**config.mk**
```make
export PLATFORM = sky130hd
export DESIGN_NAME = svrm_ctrl
export DESIGN_NICKNAME = d
export VERILOG_FILES = /design/src/rtl/stereo_volume_ramp_mixer_core_macros.svh /design/src/rtl/svrm_pkg.sv /design/src/rtl/svrm_ctrl.sv
export SDC_FILE = /design/constraint.sdc
export NUM_CORES = 1
export LEC_CHECK = 0
export ABC_AREA = 1
export CELL_PAD_IN_SITES_DETAIL_PLACEMENT = 1
export CELL_PAD_IN_SITES_GLOBAL_PLACEMENT = 2
export CORE_UTILIZATION = 31
export DETAILED_ROUTE_END_ITERATION = 10
export DONT_BUFFER_PORTS = 1
export PLACE_DENSITY = 0.78
export SETUP_SLACK_MARGIN = 0.1
export SLEW_MARGIN = 20
export SYNTH_ARGS = -nofsm -noshare
export SYNTH_HDL_FRONTEND = slang
export SYNTH_SLANG_ARGS = --single-unit
```
**constraint.sdc**
```tcl
create_clock -name clk -period 3.25 [get_ports clk]
set_input_delay 0.1625 -clock clk [delete_from_list [all_inputs] [get_ports clk]]
set_output_delay 0.1625 -clock clk [all_outputs]
set_load 0.005 [all_outputs]
```
**src/rtl/stereo_volume_ramp_mixer_core_macros.svh**
```systemverilog
// assertion macros for the stereo volume ramp mixer core
// needs a clock named clk and an active-low reset named rst_n where used
`ifndef STEREO_VOLUME_RAMP_MIXER_CORE_MACROS_SVH
`define STEREO_VOLUME_RAMP_MIXER_CORE_MACROS_SVH

// antecedent implies consequent in the same cycle
`define SVRM_ASSERT_SAME(lbl, ante, cons, msg) \
  lbl: assert property (@(posedge clk) disable iff (!rst_n) (ante) |-> (cons)) else $error(msg);

// antecedent implies consequent in the next cycle
`define SVRM_ASSERT_NEXT(lbl, ante, cons, msg) \
  lbl: assert property (@(posedge clk) disable iff (!rst_n) (ante) |=> (cons)) else $error(msg);

`endif

```
**src/rtl/svrm_pkg.sv**
```systemverilog
// shared types, constants, gain curve and mix helper for the volume ramp mixer
// no dependencies
package svrm_pkg;

  // fixed point format of the level and the ramp step
  localparam int FRACTION_BITS = 24;
  localparam int RAMP_SHIFT    = 5;
  localparam int LEVEL_INT_W   = 7;
  localparam int LEVEL_W       = FRACTION_BITS + LEVEL_INT_W + 1;
  localparam int MAG_W         = LEVEL_W - 1;
  localparam int DVD_W         = MAG_W - RAMP_SHIFT;
  localparam int DIV_CNT_W     = $clog2(DVD_W + 1);

  // field widths
  localparam int SAMPLE_W = 16;
  localparam int MS_W     = 16;
  localparam int CNT_W    = MS_W + RAMP_SHIFT;
  localparam int GAIN_W   = 16;
  localparam int PROD_W   = GAIN_W + 1 + SAMPLE_W;
  localparam int MIX_SHIFT = 15;
  localparam int SCALED_W = PROD_W - MIX_SHIFT;
  localparam int SUM_W    = SCALED_W + 1;

  localparam logic [MS_W-1:0] RAMP_MS_MAX = 16'd60000;
  localparam logic signed [SUM_W-1:0] SAMPLE_MAX = 19'sd32767;
  localparam logic signed [SUM_W-1:0] SAMPLE_MIN = -19'sd32768;

  // stream packing
  localparam int IN_TDATA_W  = 88;
  localparam int IN_TUSER_W  = 2;
  localparam int OUT_TDATA_W = 40;

  localparam int IN_BASE_L_LSB  = 0;
  localparam int IN_BASE_R_LSB  = 16;
  localparam int IN_MOVIE_L_LSB = 32;
  localparam int IN_MOVIE_R_LSB = 48;
  localparam int IN_TARGET_LSB  = 64;
  localparam int IN_MS_LSB      = 71;
  localparam int IN_USED_W      = 87;
  localparam int USER_FUNC_BIT  = 0;
  localparam int USER_MOVIE_BIT = 1;

  // item kinds carried in tuser
  localparam logic FUNC_PAIR = 1'b0;
  localparam logic FUNC_SET  = 1'b1;

  // controller to datapath commands
  typedef struct packed {
    logic pair_take;
    logic set_take;
    logic gain_en;
    logic mul_l;
    logic mul_r;
    logic fin;
    logic load_step;
  } svrm_cmd_t;

  // datapath to controller status
  typedef struct packed {
    logic div_needed;
    logic div_done;
    logic out_free;
  } svrm_status_t;

  // gain curve, index is the integer level
  localparam logic [GAIN_W-1:0] GAIN_CURVE [0:127] = '{
    16'h0000, 16'h0002, 16'h0008, 16'h0012, 16'h0020, 16'h0032, 16'h0049, 16'h0063,
    16'h0082, 16'h00A4, 16'h00CB, 16'h00F5, 16'h0124, 16'h0157, 16'h018E, 16'h01C9,
    16'h0208, 16'h024B, 16'h0292, 16'h02DD, 16'h032C, 16'h037F, 16'h03D7, 16'h0432,
    16'h0492, 16'h04F5, 16'h055D, 16'h05C9, 16'h0638, 16'h06AC, 16'h0724, 16'h07A0,
    16'h0820, 16'h08A4, 16'h092C, 16'h09B8, 16'h0A48, 16'h0ADD, 16'h0B75, 16'h0C12,
    16'h0CB2, 16'h0D57, 16'h0DFF, 16'h0EAC, 16'h0F5D, 16'h1012, 16'h10CA, 16'h1187,
    16'h1248, 16'h130D, 16'h13D7, 16'h14A4, 16'h1575, 16'h164A, 16'h1724, 16'h1801,
    16'h18E3, 16'h19C8, 16'h1AB2, 16'h1BA0, 16'h1C91, 16'h1D87, 16'h1E81, 16'h1F7F,
    16'h2081, 16'h2187, 16'h2291, 16'h239F, 16'h24B2, 16'h25C8, 16'h26E2, 16'h2801,
    16'h2923, 16'h2A4A, 16'h2B75, 16'h2CA3, 16'h2DD6, 16'h2F0D, 16'h3048, 16'h3187,
    16'h32CA, 16'h3411, 16'h355C, 16'h36AB, 16'h37FF, 16'h3956, 16'h3AB1, 16'h3C11,
    16'h3D74, 16'h3EDC, 16'h4048, 16'h41B7, 16'h432B, 16'h44A3, 16'h461F, 16'h479F,
    16'h4923, 16'h4AAB, 16'h4C37, 16'h4DC7, 16'h4F5C, 16'h50F4, 16'h5290, 16'h5431,
    16'h55D6, 16'h577E, 16'h592B, 16'h5ADC, 16'h5C90, 16'h5E49, 16'h6006, 16'h61C7,
    16'h638C, 16'h6555, 16'h6722, 16'h68F4, 16'h6AC9, 16'h6CA2, 16'h6E80, 16'h7061,
    16'h7247, 16'h7430, 16'h761E, 16'h7810, 16'h7A06, 16'h7C00, 16'h7DFE, 16'h8000
  };

  // base plus product scaled down by 2^15 (floor), saturated to 16 bits
  function automatic logic [SAMPLE_W-1:0] sat_mix(input logic signed [SAMPLE_W-1:0] base,
                                                  input logic signed [PROD_W-1:0] prod);
    logic signed [SCALED_W-1:0] scaled;
    logic signed [SUM_W-1:0]    sum;
    scaled = prod[PROD_W-1:MIX_SHIFT];
    sum    = SUM_W'(base) + SUM_W'(scaled);
    if (sum > SAMPLE_MAX) begin
      sat_mix = SAMPLE_MAX[SAMPLE_W-1:0];
    end else if (sum < SAMPLE_MIN) begin
      sat_mix = SAMPLE_MIN[SAMPLE_W-1:0];
    end else begin
      sat_mix = sum[SAMPLE_W-1:0];
    end
  endfunction

endpackage

```
**src/rtl/svrm_ctrl.sv**
```systemverilog
// sequencing state machine of the volume ramp mixer
// depends on svrm_pkg for the command and status structs
module svrm_ctrl (
  input  logic                   clk,
  input  logic                   rst_n,
  input  logic                   in_tvalid,
  input  logic                   in_func,
  input  logic                   in_has_movie,
  input  svrm_pkg::svrm_status_t status,
  output logic                   in_tready,
  output svrm_pkg::svrm_cmd_t    cmd
);

  typedef enum logic [5:0] {
    S_IDLE  = 6'b000001,
    S_DIV   = 6'b000010,
    S_GAIN  = 6'b000100,
    S_MUL_L = 6'b001000,
    S_MUL_R = 6'b010000,
    S_FIN   = 6'b100000
  } state_t;

  state_t state_r;
  state_t state_nxt;

  // next state and command decode
  always_comb begin
    state_nxt = state_r;
    cmd       = '0;
    in_tready = 1'b0;
    unique case (state_r)
      S_IDLE: begin
        in_tready = 1'b1;
        if (in_tvalid) begin
          if (in_func == svrm_pkg::FUNC_PAIR) begin
            cmd.pair_take = 1'b1;
            state_nxt     = S_GAIN;
          end else if (in_has_movie) begin
            cmd.set_take = 1'b1;
            if (status.div_needed) begin
              state_nxt = S_DIV;
            end
          end
        end
      end
      S_DIV: begin
        if (status.div_done) begin
          cmd.load_step = 1'b1;
          state_nxt     = S_IDLE;
        end
      end
      S_GAIN: begin
        cmd.gain_en = 1'b1;
        state_nxt   = S_MUL_L;
      end
      S_MUL_L: begin
        cmd.mul_l = 1'b1;
        state_nxt = S_MUL_R;
      end
      S_MUL_R: begin
        cmd.mul_r = 1'b1;
        state_nxt = S_FIN;
      end
      S_FIN: begin
        if (status.out_free) begin
          cmd.fin   = 1'b1;
          state_nxt = S_IDLE;
        end
      end
      default: begin
        state_nxt = S_IDLE;
      end
    endcase
  end

  // state register
  always_ff @(posedge clk) begin
    if (!rst_n) begin
      state_r <= S_IDLE;
    end else begin
      state_r <= state_nxt;
    end
  end

endmodule

```
==> flow_summary.toml, run 1 <==
[status]
status = "complete, no violations"

[power]
ir_worst_vdd_v = 0.000281
p_per_area_mw_per_mm2 = 713
combPwrFrac_pct = 49.3
p_sw_w = 0.000149
netSwitchingFraction_pct = 44.8
leakage_nw = 0.259
design_power_total_w = 0.000333
pwr-share-clk_pct = 20.7
seqPwrFrac_pct = 30.0
p_int_w = 0.000184

[floorplan]
die_x_um = 39.0
pin_count = 16
die_h_um = 39.0
core_area_mm2 = 0.00119
initial_core_util_pct = 35.8
num_rows = 12
dieArea_mm2 = 0.00152

[min_path]
min_from = "rst_n"
hold_path.class = "primary input to register"

[synth]
async_flop_share_pct = 0
ys_ff_latch = 6
synth_cells = 63
synth_simple_gate_area_share_pct = 53.4
synth.most_common_cell = "inv_1"
synth_area_um2 = 424
synth_common_cells = "inv_1 (14), nor2_1 (10), nand2_1 (7)"
synth_top_family_by_area = "simple AND/OR/NAND/NOR gates"
yosysWarnings = 0
synth_edf_count = 0
avgSynthCellArea_um2 = 6.73
ys_top_cells_by_area = "dfxtp_1 (28%), inv_1 (12%), nor2_4 (11%)"
yosysTopAreaCell = "dfxtp_1"
synth_xor_area_share_pct = 0
synth_cell_types = 18
yosysSeqAreaShare_pct = 28.3
synth-compound-area-share_pct = 3.24
synth_adder_area_share_pct = 0
yosysTopAreaCellShare_pct = 28.3
synthesis.nets = 71
ys.flop_type = "dfxtp_1"
synth.area.mux_share_pct = 0

[drt]
ant_nets = 0
first_iter_violations = 1
num_vias = 399
first_pass_iters = 2
wl_um = 1010
viasPerCell = 4.99
drc_errors = 0
wl_per_cell_um = 12.6

[global_routing]
grt_pass1_vias = 371
antenna_found_initial = 0
grt_overflow_total = 0
grt_max_degree = 6
groute.usage.overall_pct = 16.4
grt_pass1_wl_um = 1550

[timing]
fmax_ghz = 0.661
worst_pin_slew_ns = 0.352
finalHoldViolations = 0
setup_violations = 0
skew_ns = 0.00725
final_max_slew_viol_count = 0
rsz0062_at_grt = "no"
layout_min_cycle_time_ns = 1.51
slew_headroom_pct = 76.3
finalCritPeriodShare_pct = 46.6
final.setup.tns_ns = 0

[cts]
cts_buffer_depth = 2
cts_tree = "built"
cts_resized = 0
clk_pin_slew_worst_paths_ns = 0.05
clock_latency_ns = 0.25
htreeDepth = 1
root_buffer = "clkbuf_4"
cts-buffers-inserted = 3
clock_sinks = 6

[cells_and_area]
syn_to_final_growth_pct = 10.0
multi_input_area_um2 = 240
largest_reg_flops = 6
largest_register = "state_r"
final_nets = 76
n_antenna_cell = 0
top_regs = "state_r: 6 flops"
regArea_um2 = 120
fillers = 164
drive_gt1_share_pct = 21.2
final_util_pct = 39.3

[critical_path]
cp_max_fo = 5
start_kind = "register"
cp_cell_sequence = "nor2_4 > nand2_4 > nor2_4 > inv_2 > nor2_4 > and3_1"
worst_path_most_repeated_cell = "nor2_4"
arrival_ns = 1.35
required_ns = 3.09
endpoint_kind = "output pin"
r2r_start = "state_r[3]"
crit_path_start = "state_r[3]"
crit_family = "simple AND/OR/NAND/NOR gates"
criticalPathCategory = "register to output pin"
cp_slowest_cell = "dfxtp_1"
critical_path.max_stage_delay_ns = 0.34
path_buf_inv = 1

[place]
gp_congestion = 0.774
place_hpwl_um = 810
numPortBuffers = 0

[flow_run]
cap_violations = 0
-- worst paths after layout --
kind / slack (ns) / depth (start not counted) / end
setup / recovery: 1.74 / 6 / cmd[5]
hold / removal: 0.01 / 1 / state_r[0]
setup reg to reg: 2.01 / 8 / state_r[0]
hold reg to reg: 0.57 / 2 / state_r[0]
-- per-stage QoR --
stage	std cells	worst slack (ns)	hold WS, ns	instance area (µm²)
finish	80	1.74	0.0123	467
detailed placement	76	2.00	0.244	434
global placement	76	2.03	0.244	434
CTS	80	1.73	0.00542	467
global route	80	1.63	0.00761	467
floorplan	63	2.12	0.241	424
-- metal layers --
metal | track usage, % | up-vias | part of all wire [%]
li1 | - | 207 | -
met1 | 21.7 | 176 | 47
met2 | 23.8 | 16 | 47
met3 | 3.47 | 0 | 5.8
met4 | 10.3 | 0 | 0
met5 | 0 | - | 0
-- cell type report --
class                      instances  share of cell area, %
multi-input combinational         41                   51.5
clock buffer                       3                   4.83
tap                               14                   3.75
timing repair buffer               1                   2.14
sequential                         6                   25.7
inverter                          15                   12.1
-- power groups by stage --
stage	clock (W)	sequential, W	combinational, W
detailed placement	0	0.000101	0.000161
CTS	0.0000719	0.000100	0.000165
finish	0.0000689	0.000100	0.000164
global route	0.0000760	0.000102	0.000186
floorplan	0	0.0000993	0.000133
global placement	0	0.000101	0.000159
-- worst reg2reg max path, delay by kind of cell, from the launching register on --
family | cells | cell delay [ns]
buf+inv | 1 | 0.09
simple gates | 7 | 0.70
flops | 1 | 0.34
-- cells in the final DEF, fill, tap and decap left out --
master / netlist / routed
inv_1: 14 / 14
nor2_1: 10 / 10
nand2_1: 7 / 7
dfxtp_1: 6 / 6
nor2_4: 4 / 4
nand3_1: 4 / 4
nand4_1: 4 / 4
nor4_1: 3 / 3
clkbuf_4: 0 / 3
nor2_2: 2 / 2
nand2_2: 1 / 1
nand2_4: 1 / 1
inv_2: 1 / 1
and3_1: 1 / 1
nor3_1: 1 / 1
o21ai_2: 1 / 1
nand4_2: 1 / 1
a21oi_1: 1 / 1
dlygate4sd3_1: 0 / 1
-- cell families after synthesis --
group | count (synthesis)
simple gates | 39
buf+inv | 16
compound gates | 2
flops | 6
-- timing repair --
| item | 4_1_cts | 5_1_grt |
|---|---|---|
| buffers inserted | 0 | 0 |
| hold endpoints to repair | 1 | 0 |
| hold buffers | 1 | 0 |
Power figures use the tool's default switching activity.
==> inputs of run 2 (changes only) <==
ABC_AREA = 0   (was 1)
CORE_UTILIZATION = 30   (was 31)
PLACE_DENSITY = 0.72   (was 0.78)
clock period = 1.49 ns   (was 3.25 ns; I/O delays follow)
==> run 2 against run 1 <==
  * Sequential power increased by 85%
  * Power rose by 40%
  * Design area up 29%
  * Synthesized area down 8.3%
  * Clock-buffer cell count unchanged
  * Combinational power fell by 20%
  * Critical path type unchanged
  * Synthesized cell count fell by 25%
  * The flow now finishes with violations (hold timing, setup timing)
  * Highest routed layer is now met4
  * Sequential cell count unchanged
==> flow_summary.toml, run 2 <==
[critical_path]
endpoint_kind = "output pin"
required_ns = 1.42
criticalPathCategory = "register to output pin"
start_kind = "register"
arrival_ns = 1.77
cp_max_fo = 3

[drt]
first_pass_iters = 1
first_iter_violations = 0
num_vias = 423
wl_um = 1240
viasPerCell = 5.64
ant_nets = 0
wl_per_cell_um = 16.6
drc_errors = 0

[synth]
synth_cell_types = 25
synth_common_cells = "nor2_1 (8), dfxtp_1 (6), nand2_1 (4)"
ys_ff_latch = 6
synth_edf_count = 0
synth_cells = 47
yosysTopAreaCell = "dfxtp_1"
yosysSeqAreaShare_pct = 30.9
ys.flop_type = "dfxtp_1"
synthesis.nets = 55
synth_area_um2 = 389
avgSynthCellArea_um2 = 8.28
yosysTopAreaCellShare_pct = 30.9
ys_top_cells_by_area = "dfxtp_1 (31%), nor2_1 (7.7%), o21ai_0 (3.9%)"
yosysWarnings = 0
async_flop_share_pct = 0
synth.most_common_cell = "nor2_1"

[floorplan]
dieArea_mm2 = 0.00145
core_area_mm2 = 0.00116
num_rows = 12
die_h_um = 38.0
initial_core_util_pct = 33.7
die_x_um = 38.0
pin_count = 16

[cells_and_area]
fillers = 132
mostFrequentLayoutCells = "nor2_1 (6), buf_4 (6), buf_6 (5), dfxtp_1 (5)"
n_antenna_cell = 0
syn_to_final_growth_pct = 54.3
top_regs = "state_r: 6 flops"
largest_reg_flops = 6
largest_register = "state_r"
drive_gt1_share_pct = 47.5
final_nets = 71

[power]
leakage_nw = 0.241
seqPwrFrac_pct = 39.9
netSwitchingFraction_pct = 27.6
p_per_area_mw_per_mm2 = 773
combPwrFrac_pct = 28.2
p_sw_w = 0.000128
pwr-share-clk_pct = 32.0
design_power_total_w = 0.000464
ir_worst_vdd_v = 0.000428
p_int_w = 0.000336

[timing]
final_max_slew_viol_count = 0
rsz0062_at_grt = "yes"
layout_min_cycle_time_ns = 1.85
fmax_ghz = 0.542
setup_violations = 7
finalHoldViolations = 6
hold_slack_ns = -0.0452
finalCritPeriodShare_pct = 124
fin_ws_ns = -0.356
skew_ns = 0.00285
slew_headroom_pct = 71.7
worst_pin_slew_ns = 0.423

[status]
violations = "hold timing, setup timing"
status = "finished with violations"

[cts]
cts_tree = "built"
cts_buffer_depth = 2
clock_latency_ns = 0.24
htreeDepth = 1
root_buffer = "clkbuf_4"
clock_sinks = 6
clk_pin_slew_worst_paths_ns = 0.05
cts-buffers-inserted = 3
ctsHoldBuffers = 1

[global_routing]
antenna_found_initial = 0
grt_max_degree = 8
grt_pass1_vias = 456
grt_overflow_total = 0
groute.usage.overall_pct = 20.7
grt_pass1_wl_um = 1970

[place]
place_hpwl_um = 824
numPortBuffers = 0
gp_congestion = 0.699
dp_slack_ns = -0.243

[flow_run]
cap_violations = 0

[min_path]
hold_path.class = "primary input to register"
==> run 2: changes by cell type in the layout (fill, tap and decap cells not counted), moves of 4 or more <==
cell / change
nand4_1: -4
buf_4: +6
inv_1: -13
nand2_1: -4
buf_6: +5
nor2_1: -4
==> run 2: worst paths after layout <==
check / start / end / slack, ns / cells after the start
setup / recovery: state_r[5] / cmd[6] / -0.36 / 5
hold / removal: rst_n / state_r[1] / -0.05 / 1
setup reg to reg: state_r[5] / state_r[0] / -0.35 / 5
hold reg to reg: state_r[3] / state_r[0] / 0.70 / 3
==> run 2: metal layers <==
metal	up-vias	routed length (µm)	global-route usage [%]
met3	4	63	5.23
met5	-	0	0
met4	0	29	13.4
met2	17	642	40.9
li1	200	-	-
met1	202	506	17.9
==> run 2: repair_timing <==
item,CTS,global route
hold endpoints to repair,6,6
setup buffers,4,1
resized for setup,9,9
pin swaps,5,6
endpoints found under the setup margin,9,10
==> run 2: per-stage QoR <==
stage	TNS [ns]	cell area (µm²)	utilization, %	std cells	hold WS (ns)
5_1_grt	-2.40	601	51.9	75	-0.0465
6_report	-2.14	601	51.9	75	-0.0452
3_3_place_gp	-0.610	445	38.5	66	0.146
4_1_cts	-1.97	544	47.1	74	-0.0579
2_1_floorplan	-0.618	390	-	47	0.145
3_5_place_dp	-0.894	445	38.5	66	0.150
==> run 2: cells by family (layout without fill, tap and decap cells) <==
| family | after synthesis | in the layout | share of synthesized area (%) |
|---|---|---|---|
| AOI/OAI and AO/OA | 8 | 8 | 13.2 |
| buffers and inverters | 3 | 17 | 3.86 |
| DFF | 6 | 6 | 30.9 |
| xor gates and xnor gates | 1 | 1 | 2.25 |
| and+or+nand+nor | 29 | 29 | 49.8 |
==> run 2: power groups by stage <==
stage | Combinational [W] | Clock [W] | Sequential (W)
after floorplan | 0.0000508 | 0 | 0.000178
after global placement | 0.0000671 | 0 | 0.000180
after detailed placement | 0.0000706 | 0 | 0.000181
after CTS | 0.000106 | 0.000160 | 0.000180
after global routing | 0.000140 | 0.000159 | 0.000187
final | 0.000131 | 0.000149 | 0.000185
==> run 2: layout make-up <==
| class | instances | area (µm²) | area share [%] |
|---|---|---|---|
| multi-input cells | 38 | 320 | 53.3 |
| well taps | 14 | 17.5 | 2.92 |
| clock buffers | 3 | 22.5 | 3.75 |
| flip-flops and latches | 6 | 121 | 20.2 |
| inverters | 2 | 7.51 | 1.25 |
| repair buffers | 12 | 111 | 18.5 |
==> run 2: worst max-delay path: stages (launching register included) <==
cell     delay (ns)
dfxtp_2        0.31
or4_4          0.53
or3b_4         0.42
inv_2          0.09
nand2_2        0.07
nor2_2         0.10
==> inputs of run 3 (changes only) <==
ABC_AREA = 1   (was 0)
CORE_UTILIZATION = 28   (was 30)
PLACE_DENSITY = 0.71   (was 0.72)
==> run 3 against run 2 <==
  * Sequential cell count is the same
  * Wire length shrank 14%
  * Worst hold slack gained 0.065 ns
  * Setup slack gained 0.47 ns
  * Clock-buffer cell count is the same
  * Power grew 65%
  * Non-clock buffer count shrank 6
  * Sequential share of layout area grew 3.6 points
  * The flow now finishes without violations
  * Largest power group is now combinational cells
  * Critical path depth grew 1
==> flow_summary.toml, run 3 (same netlist as run 1, synthesis figures left out) <==
[status]
status = "complete, no violations"

[critical_path]
r2r_start = "state_r[5]"
r2r_cells = 9
start_kind = "register"
timing.rr.end = "state_r[0]"
reg2reg_slack_ns = 0.22
cp_cell_sequence = "nor2_4 > nand2_4 > nor2_4 > inv_4 > nor2_4 > and3_4"
worst_path_most_repeated_cell = "nor2_4"
criticalPathCategory = "register to output pin"
arrival_ns = 1.31
cp_max_fo = 4
path_buf_inv = 1
crit_family = "simple AND/OR/NAND/NOR gates"
crit_path_start = "state_r[5]"
cp_slowest_cell = "dfxtp_1"
required_ns = 1.42
endpoint_kind = "output pin"
critical_path.max_stage_delay_ns = 0.33

[cells_and_area]
drive_gt1_share_pct = 32.4
mostFrequentLayoutCells = "inv_1 (13), nor2_1 (10), nand2_1 (7)"
final_util_pct = 38.5
largest_register = "state_r"
largest_reg_flops = 6
n_antenna_cell = 0
top_regs = "state_r: 6 flops"
postLayoutCellArea_um2 = 519
final_nets = 81
final_common_cell = "inv_1"
syn_to_final_growth_pct = 22.4

[min_path]
hold_depth = 2
min_from = "in_tvalid"
min_to = "state_r[2]"
hold_path.class = "primary input to register"

[cts]
clock_sinks = 6
cts_tree = "built"
cts-buffers-inserted = 3
cts_buffer_depth = 2
clock_latency_ns = 0.24
clk_pin_slew_worst_paths_ns = 0.05
htreeDepth = 1
root_buffer = "clkbuf_4"

[timing]
final.setup.tns_ns = 0
layout_min_cycle_time_ns = 1.38
rsz0062_at_grt = "yes"
final_max_slew_viol_count = 0
setup_violations = 0
hold_slack_ns = 0.0200
finalHoldViolations = 0
fmax_ghz = 0.725
worst_pin_slew_ns = 0.343
skew_ns = 0.00534
finalCritPeriodShare_pct = 92.6
slew_headroom_pct = 76.9

[power]
p_per_area_mw_per_mm2 = 1480
ir_worst_vdd_v = 0.000489
design_power_total_w = 0.000768
leakage_nw = 0.280

[floorplan]
die_h_um = 40.9
num_rows = 13
initial_core_util_pct = 31.4
pin_count = 16
die_x_um = 40.9
dieArea_mm2 = 0.00167
core_area_mm2 = 0.00135

[flow_run]
cap_violations = 0

[place]
numPortBuffers = 0
dpl_cell_area_um2 = 435
gp_congestion = 0.650
place_hpwl_um = 821

[drt]
first_pass_iters = 4
num_vias = 416
drc_errors = 0
first_iter_violations = 4
ant_nets = 0
wl_um = 1070
viasPerCell = 4.84
wl_per_cell_um = 12.5

[global_routing]
antenna_found_initial = 0
groute.usage.overall_pct = 15.6
grt_max_degree = 6
grt_overflow_total = 0
grt_pass1_vias = 389
grt_pass1_wl_um = 1620
[run 3: changes by cell type in the layout (fill, tap and decap cells not counted), moves of 3 or more]
cell and change:
o21ai_0 -3, inv_1 +12, nor2_4 +3, nor2_1 +4, nand4_1 +4, buf_6 -5
nor4_1 +3, nand2_1 +4
[run 3: what timing repair did]
action	4_1_cts	5_1_grt
buffers inserted	2	2
hold endpoints to repair	3	0
hold buffers	2	0
gates resized for setup	1	5
setup endpoints to repair	1	3
pin swaps	2	3
[run 3: cell type report]
| type | instances | area (µm²) |
|---|---|---|
| multi-input cells | 41 | 245 |
| flip-flops and latches | 6 | 124 |
| repair buffers | 6 | 50.0 |
| fillers | 190 | 831 |
| clock buffers | 3 | 22.5 |
| inverters | 15 | 58.8 |
| well taps | 15 | 18.8 |
[run 3: worst max path at each step]
stage / endpoint / slack, ns / cells after the start
floorplan: state_r[1] / 0.42 / 8
global placement: state_r[1] / 0.27 / 6
detailed placement: state_r[1] / 0.26 / 6
CTS: cmd[5] / 0.1 / 6
global route: cmd[5] / 0.05 / 6
finish: cmd[5] / 0.11 / 6
[run 3: power by group]
| group | leakage, nW | total [W] | internal, W | switching (W) |
|---|---|---|---|---|
| Sequential | 0.0497 | 0.000226 | 0.000192 | 0.0000337 |
| Clock | 0.0138 | 0.000148 | 0.0000910 | 0.0000567 |
| Combinational | 0.216 | 0.000395 | 0.000151 | 0.000244 |
[run 3: per-layer routing]
metal | share of wire (%) | track usage [%] | up-vias
li1 | - | - | 215
met2 | 46 | 21.9 | 14
met4 | 1.2 | 10.0 | 0
met3 | 5.7 | 4.89 | 2
met1 | 47 | 20.3 | 185
met5 | 0 | 0 | -
[run 3: per-stage QoR]
step / instances / setup slack (ns)
2_1_floorplan: 63 / 0.424
3_3_place_gp: 77 / 0.275
3_5_place_dp: 77 / 0.262
4_1_cts: 84 / 0.0978
5_1_grt: 86 / 0.0456
6_report: 86 / 0.110
